**src/sv/scms_pkg.sv**
```systemverilog
// scms_pkg: shared types, constants and controller commands for the sparse column matrix store
// no dependencies
package scms_pkg;

    localparam int MAX_ROWS = 256;
    localparam int MAX_COLS = 256;
    localparam int CAPACITY = 1024;

    localparam int ROW_W = $clog2(MAX_ROWS);
    localparam int COL_W = $clog2(MAX_COLS);
    localparam int ADDR_W = $clog2(CAPACITY);
    localparam int CNT_W = $clog2(CAPACITY + 1);
    localparam int PTR_ADDR_W = $clog2(MAX_COLS + 1);
    localparam int LIM_W = 9;
    localparam int VAL_W = 32;
    localparam int ENTRY_W = ROW_W + VAL_W;

    localparam logic [0:0] REQ_READ = 1'b0;
    localparam logic [0:0] REQ_WRITE = 1'b1;

    localparam logic [0:0] CFG_NUM_ROWS = 1'b0;
    localparam logic [0:0] CFG_NUM_COLS = 1'b1;

    typedef enum logic [1:0] {
        ST_OK = 2'd0,
        ST_RANGE = 2'd1,
        ST_FULL = 2'd2
    } status_t;

    typedef struct packed {
        logic [0:0] req_type;
        logic [7:0] row;
        logic [7:0] col;
        logic signed [31:0] value;
    } req_t;

    typedef struct packed {
        logic signed [31:0] old_value;
        logic [1:0] status;
    } rsp_t;

    typedef enum logic [3:0] {
        S_IDLE,
        S_CLEAR,
        S_PTR_LO,
        S_PTR_HI,
        S_PTR_WAIT,
        S_SEARCH,
        S_SEARCH_WAIT,
        S_DECIDE,
        S_SHIFT_UP,
        S_SHIFT_DN,
        S_PUT,
        S_PTR_FIX,
        S_RESP
    } state_t;

    // controller -> datapath
    typedef struct packed {
        logic load_req;
        logic ptr_rd_lo;
        logic ptr_rd_hi;
        logic cap_lo;
        logic cap_hi;
        logic ent_rd;
        logic cap_ent;
        logic step_p;
        logic prep_shift;
        logic shift_up;
        logic shift_dn;
        logic put;
        logic ptr_fix_inc;
        logic ptr_fix_dec;
        logic cnt_inc;
        logic cnt_dec;
        logic clr_step;
        logic set_resp;
        logic [1:0] resp_status;
        logic resp_zero;
    } cmd_t;

    // datapath -> controller
    typedef struct packed {
        logic out_of_range;
        logic is_write;
        logic val_zero;
        logic scan_done;
        logic found;
        logic full;
        logic refused;
        logic shift_done;
        logic fix_done;
        logic clr_done;
    } sts_t;

endpackage

```
**src/sv/scms_ctrl.sv**
```systemverilog
// scms_ctrl: request sequencer for the sparse column matrix store
// depends on scms_pkg
module scms_ctrl import scms_pkg::*; (
    input  logic aclk,
    input  logic aresetn,
    input  logic s_valid,
    output logic s_ready,
    input  logic m_ready,
    input  logic m_valid,
    input  sts_t sts,
    output cmd_t cmd
);

    state_t state_reg, state_next;

    always_ff @(posedge aclk) begin
        if (!aresetn) begin
            state_reg <= S_CLEAR;
        end else begin
            state_reg <= state_next;
        end
    end

    always_comb begin
        state_next = state_reg;
        case (state_reg)
            S_CLEAR: if (sts.clr_done) state_next = S_IDLE;
            S_IDLE: if (s_valid) state_next = S_PTR_LO;
            S_PTR_LO: state_next = sts.out_of_range ? S_RESP : S_PTR_HI;
            S_PTR_HI: state_next = S_PTR_WAIT;
            S_PTR_WAIT: state_next = S_SEARCH;
            S_SEARCH: state_next = sts.scan_done ? S_DECIDE : S_SEARCH_WAIT;
            S_SEARCH_WAIT: state_next = S_SEARCH;
            S_DECIDE: begin
                if (!sts.is_write) begin
                    state_next = S_RESP;
                end else if (!sts.val_zero) begin
                    if (sts.found) state_next = S_PUT;
                    else if (sts.full) state_next = S_RESP;
                    else state_next = S_SHIFT_UP;
                end else begin
                    state_next = sts.found ? S_SHIFT_DN : S_RESP;
                end
            end
            S_SHIFT_UP: if (sts.shift_done) state_next = S_PUT;
            S_SHIFT_DN: if (sts.shift_done) state_next = S_PTR_FIX;
            S_PUT: state_next = sts.found ? S_RESP : S_PTR_FIX;
            S_PTR_FIX: if (sts.fix_done) state_next = S_RESP;
            S_RESP: if (!m_valid || m_ready) state_next = S_IDLE;
            default: state_next = S_IDLE;
        endcase
    end

    always_comb begin
        cmd = '0;
        s_ready = 1'b0;
        case (state_reg)
            S_CLEAR: cmd.clr_step = 1'b1;
            S_IDLE: begin
                s_ready = 1'b1;
                cmd.load_req = s_valid;
            end
            S_PTR_LO: cmd.ptr_rd_lo = 1'b1;
            S_PTR_HI: begin
                cmd.ptr_rd_hi = 1'b1;
                cmd.cap_lo = 1'b1;
            end
            S_PTR_WAIT: cmd.cap_hi = 1'b1;
            S_SEARCH: begin
                cmd.ent_rd = 1'b1;
            end
            S_SEARCH_WAIT: begin
                cmd.cap_ent = 1'b1;
                cmd.step_p = 1'b1;
            end
            S_DECIDE: cmd.prep_shift = 1'b1;
            S_SHIFT_UP: cmd.shift_up = 1'b1;
            S_SHIFT_DN: begin
                cmd.shift_dn = 1'b1;
                cmd.cnt_dec = sts.shift_done;
            end
            S_PUT: begin
                cmd.put = 1'b1;
                cmd.cnt_inc = !sts.found;
            end
            S_PTR_FIX: begin
                cmd.ptr_fix_inc = sts.val_zero ? 1'b0 : 1'b1;
                cmd.ptr_fix_dec = sts.val_zero;
            end
            S_RESP: begin
                if (!m_valid || m_ready) begin
                    cmd.set_resp = 1'b1;
                    if (sts.out_of_range) begin
                        cmd.resp_status = ST_RANGE;
                        cmd.resp_zero = 1'b1;
                    end else if (sts.refused) begin
                        cmd.resp_status = ST_FULL;
                        cmd.resp_zero = 1'b1;
                    end else begin
                        cmd.resp_status = ST_OK;
                        cmd.resp_zero = !sts.found;
                    end
                end
            end
            default: cmd = '0;
        endcase
    end

endmodule

```
**config.mk**
```make
export PLATFORM = sky130hd
export DESIGN_NAME = scms_ctrl
export DESIGN_NICKNAME = d
export VERILOG_FILES = /design/src/sv/scms_pkg.sv /design/src/sv/scms_ctrl.sv
export SDC_FILE = /design/constraint.sdc
export NUM_CORES = 1
export LEC_CHECK = 0
export ABC_AREA = 1
export BUFFER_PORTS_ARGS = -buffer_cell sky130_fd_sc_hd__buf_2
export CAP_MARGIN = 20
export CORE_UTILIZATION = 39
export CTS_CLUSTER_DIAMETER = 150
export DETAILED_ROUTE_END_ITERATION = 7
export PLACE_DENSITY = 0.77
export SYNTH_ARGS = -nofsm -noshare
export SYNTH_HDL_FRONTEND = slang
export SYNTH_SLANG_ARGS = --single-unit
```
**constraint.sdc**
```tcl
create_clock -name aclk -period 1.35 [get_ports aclk]
set_input_delay 0.0675 -clock aclk [delete_from_list [all_inputs] [get_ports aclk]]
set_output_delay 0.0675 -clock aclk [all_outputs]
set_load 0.01 [all_outputs]
```
== Word-level counts from Yosys, hierarchy flattened ==
Cells that the tools add are included.

* Bits in registers: 4
* Bits of input ports: 15
* Output and inout bits: 22
* Word-level logic and storage cells: 60

* Equality and inequality tests: 18
* Muxes and demuxes: 35
* Reduce and logical (&&, ||, !) cells: 6

{| class="wikitable"
|+ Operators by type and width
! kind !! count
|-
| one-hot mux 4 bit (12 select lines) || 1
|-
| 2-to-1 mux 4 bit || 11
|-
| equality test 4 bit, second input constant || 5
|-
| 2-to-1 mux 3 bit || 6
|-
| equality test 4 x 3 -> 1 bit, second input constant || 4
|-
| 2-to-1 mux 1 bit || 14
|-
| inequality test 2 bit, second input constant || 6
|-
| equality test 4 x 2 -> 1 bit, second input constant || 2
|-
| 2-to-1 mux 2 bit || 3
|-
| AND reduction 6 bit || 1
|-
| equality test 4 x 1 -> 1 bit, second input constant || 1
|-
| logical NOT 4 bit || 1
|-
| logical NOT 1 bit || 2
|-
| OR reduction 2 bit || 1
|-
| logical OR 1 bit || 1
|}

== Longest topological paths before layout ==
* Word-level depth: 5
* Gate-level depth with buffers: 9

== Worst setup path after synthesis ==
OpenSTA, ideal clock, no wires.

* Path type: register to output
* From: reg state_reg[0]
* To: out cmd[2] (netlist name)
* Data arrival time: 1.165 ns
* Required time: 1.283 ns
* Setup slack: 0.117 ns
* Stages on the path, launching flop included: 6
* Path buffers: 0
* Cells stage by stage: dfxtp_1 nor2_1 nand3_1 nor2_1 inv_1 nor3_1

{| class="wikitable"
|+ RTL lines
! element !! line !! text
|-
| from (decl) || scms_ctrl.sv:14 || <nowiki>state_t state_reg, state_next;</nowiki>
|-
| from (signal assigned) || scms_ctrl.sv:20 || <nowiki>state_reg <= state_next;</nowiki>
|-
| to (decl) || scms_ctrl.sv:11 || <nowiki>output cmd_t cmd</nowiki>
|}

==> flow_metrics.env <==
export IMPL_gp_congestion=0.924
export IMPL_worst_path_most_repeated_cell="nor2_4"
export IMPL_path_clk_slew_ps=40
export IMPL_peakVddDrop_mv=0.669
export IMPL_cts_tree="yes"
export IMPL_drv_slew=0
export IMPL_crit_required_ps=1280
export IMPL_r2r_cells=6
export IMPL_worstPathMaxFanout=7
export IMPL_synth_area_um2=524
export IMPL_holdPathEnd="state_reg[0]"
export IMPL_crit_family="flip-flops"
export IMPL_post_route_util=0.693
export IMPL_totalWireLength_mm=1.73
export IMPL_grt_max_degree=8
export IMPL_netlist_top_cells_area="nand2_1, nor2_1, inv_1"
export IMPL_fin_skew_ps=0.642
export IMPL_rrSetupSlack_ps=50
export IMPL_register_area_um2=90.1
export IMPL_cp_arrival_ps=1240
export IMPL_fin_crit_sh=0.969
export IMPL_ys_ff_latch=4
export IMPL_initial_core_util=0.448
export IMPL_fin_nets=160
export IMPL_worst_slew_pin_slew_ps=241
export IMPL_yosysSeqAreaShare=0.153
export IMPL_rr_startpoint="state_reg[0]"
export IMPL_grt_usage=0.229
export IMPL_layout_drive_gt1_share=0.448
export IMPL_wl_per_cell_um=11.0
export IMPL_status="completed"
export IMPL_setup_worst_path_end_class="primary output"
export IMPL_grt_pass1_wl_mm=2.39
export IMPL_antenna_found_initial=0
export IMPL_yosysWarnings=0
export IMPL_syn2layout_area_growth_pct=54.9
export IMPL_cts_num_sinks=4
export IMPL_final_hold_viol_count=0
export IMPL_rsz0062_at_grt="yes"
export IMPL_power_total_mw=0.709
export IMPL_drtAntennaViolNets=0
export IMPL_multi_input_area_um2=408
export IMPL_critPathLaunchType="flip-flop"
export IMPL_critPathKind="flip-flop to primary output"
export IMPL_synth_top_area_share=0.172
export IMPL_worstPathCellList="nor2_4 -> nand3_2 -> nor2_4 -> inv_2 -> a31oi_1 -> buf_2"
export IMPL_reg2reg_to="state_reg[0]"
export IMPL_drt_iter0_markers=42
export IMPL_hp_start="aresetn"
export IMPL_clock_fmax_ghz=0.765
export IMPL_die_w_um=38.7
export IMPL_period_minus_slack_ps=1310
export IMPL_grt_overflow_total=0
export IMPL_num_vias=788
export IMPL_max_stage_delay_ps=360
export IMPL_route_detailed_drc=0
export IMPL_slowest_stage="dfxtp_4"
export IMPL_slew_headroom=0.839
export IMPL_maxCapViolCount=0
export IMPL_clkLatencyLatePin_ps=240
export IMPL_largest_reg_flops=4
export IMPL_finalSetupViolCount=0
export IMPL_hold_class="input pin to flip-flop"
export IMPL_drt_vias_per_instance=5.02
export IMPL_row_count=12
export IMPL_fp_coreArea_mm2=0.00117
export IMPL_cts_max_level=1
export IMPL_first_pass_iters=4
export IMPL_num_io_pins=37
export IMPL_die_area_mm2=0.00149
export IMPL_finalSetupTns_ps=0
export IMPL_syn_avg_cell_area_um2=4.99
export IMPL_dp_cells=153
export IMPL_synth_area_leader_cell="nand2_1"
export IMPL_cts_root_buf="clkbuf_4"
export IMPL_dp_hpwl_mm=1.26
export IMPL_finalNonFillerCells=157
export IMPL_syn_instance_count=105
export IMPL_critPathBufInv=2
export IMPL_p_leak_nw=0.502
export IMPL_clockBufferDepth=2
export IMPL_synth_distinct_cells=17
export IMPL_cellPowerDensity_mw_per_mm2=873
export IMPL_fill_cells=108
export IMPL_portBuffers=36
export IMPL_cts_buffers=3
export IMPL_die_h_um=38.7
export IMPL_min_path_cells=2
export IMPL_diodes=0
export IMPL_synth_nets=120
export IMPL_grt_pass1_vias=600
area by class of cell:
cell class              count  area share
well taps                  14      0.0216
multi-input cells          76       0.502
inverters                  23       0.106
repair buffers             37       0.231
clock buffers               3      0.0277
flip-flops and latches      4       0.111
synth_stat cells:
master	number
nand2_1	24
a31oi_1	1
nor3_1	3
inv_2	1
inv_1	22
o21ai_0	3
o211ai_1	2
nand4_1	1
nand3b_1	2
buf_4	2
dfxtp_1	4
nor2_2	2
nor2_4	1
and3_1	1
nand3_1	8
nor2_1	24
a21oi_1	4
routing by layer:
layer	up-vias	track usage	share of wire
met3	4	0.0405	0.061
met4	0	0.103	0.011
met1	346	0.272	0.43
li1	402	-	-
met2	36	0.392	0.50
met5	-	0	0
worst register-to-register path, cell delays in order (launching register included):
cell	delay, ps
dfxtp_4	360
nand2_1	140
inv_1	110
nand3b_1	160
nand3_2	130
o21ai_0	180
nand3_1	90
worst max-delay path by stage:
stage / from / endpoint / slack (ps) / depth (start not counted)
2_1_floorplan: state_reg[0] / cmd[2] / 120 / 5
3_3_place_gp: state_reg[3] / state_reg[0] / 100 / 9
3_5_place_dp: state_reg[0] / state_reg[0] / 80 / 7
4_1_cts: state_reg[3] / cmd[6] / 10 / 5
5_1_grt: state_reg[0] / cmd[0] / -30 / 6
6_report: state_reg[0] / cmd[0] / 40 / 6
cells by family after synthesis:
group                  synth area share
buffers and inverters             0.193
AOI/OAI and AO/OA                 0.107
DFF                               0.153
and+or+nand+nor                   0.547
layout by cell type, fill, tap and decap left out:
master / Yosys / layout
buf_2: 0 / 36
inv_1: 22 / 19
dfxtp_4: 0 / 2
dfxtp_2: 0 / 2
a31oi_1: 1 / 1
nor3_1: 3 / 1
clkbuf_4: 0 / 3
nand2_1: 24 / 22
nor2_2: 2 / 4
inv_2: 1 / 4
a21oi_1: 4 / 4
nand3_2: 0 / 3
nand3b_1: 2 / 2
o21ai_0: 3 / 3
nor2_4: 1 / 5
nor3_2: 0 / 2
buf_4: 2 / 1
nand4_1: 1 / 1
nor2_1: 24 / 18
o211ai_1: 2 / 2
nand3_1: 8 / 5
nand2_2: 0 / 2
and3_1: 1 / 1
power by group:
group | leakage (nW) | internal, mW | switching [mW]
sequential | 0.0347 | 0.142 | 0.0370
clock | 0.0138 | 0.0995 | 0.0507
combinational | 0.453 | 0.139 | 0.241
total | 0.502 | 0.380 | 0.328
stage by stage:
| step | hold WS (ps) | area [µm²] | setup slack [ps] |
|---|---|---|---|
| after floorplan | 152 | 524 | 117 |
| after global placement | 273 | 707 | 99.9 |
| after detailed placement | 269 | 707 | 76.2 |
| after CTS | 22.1 | 747 | 11.5 |
| after global routing | 39.8 | 812 | -26.0 |
| final | 20.3 | 812 | 42.2 |
what timing repair did:
item / 4_1_cts / 5_1_grt
hold buffers: 0 / 0
buffers inserted: 1 / 0
gates resized for setup: 5 / 21
pin swaps: 1 / 4
setup endpoints to repair: 6 / 18
No activity file was read; power rests on OpenSTA's default activity.
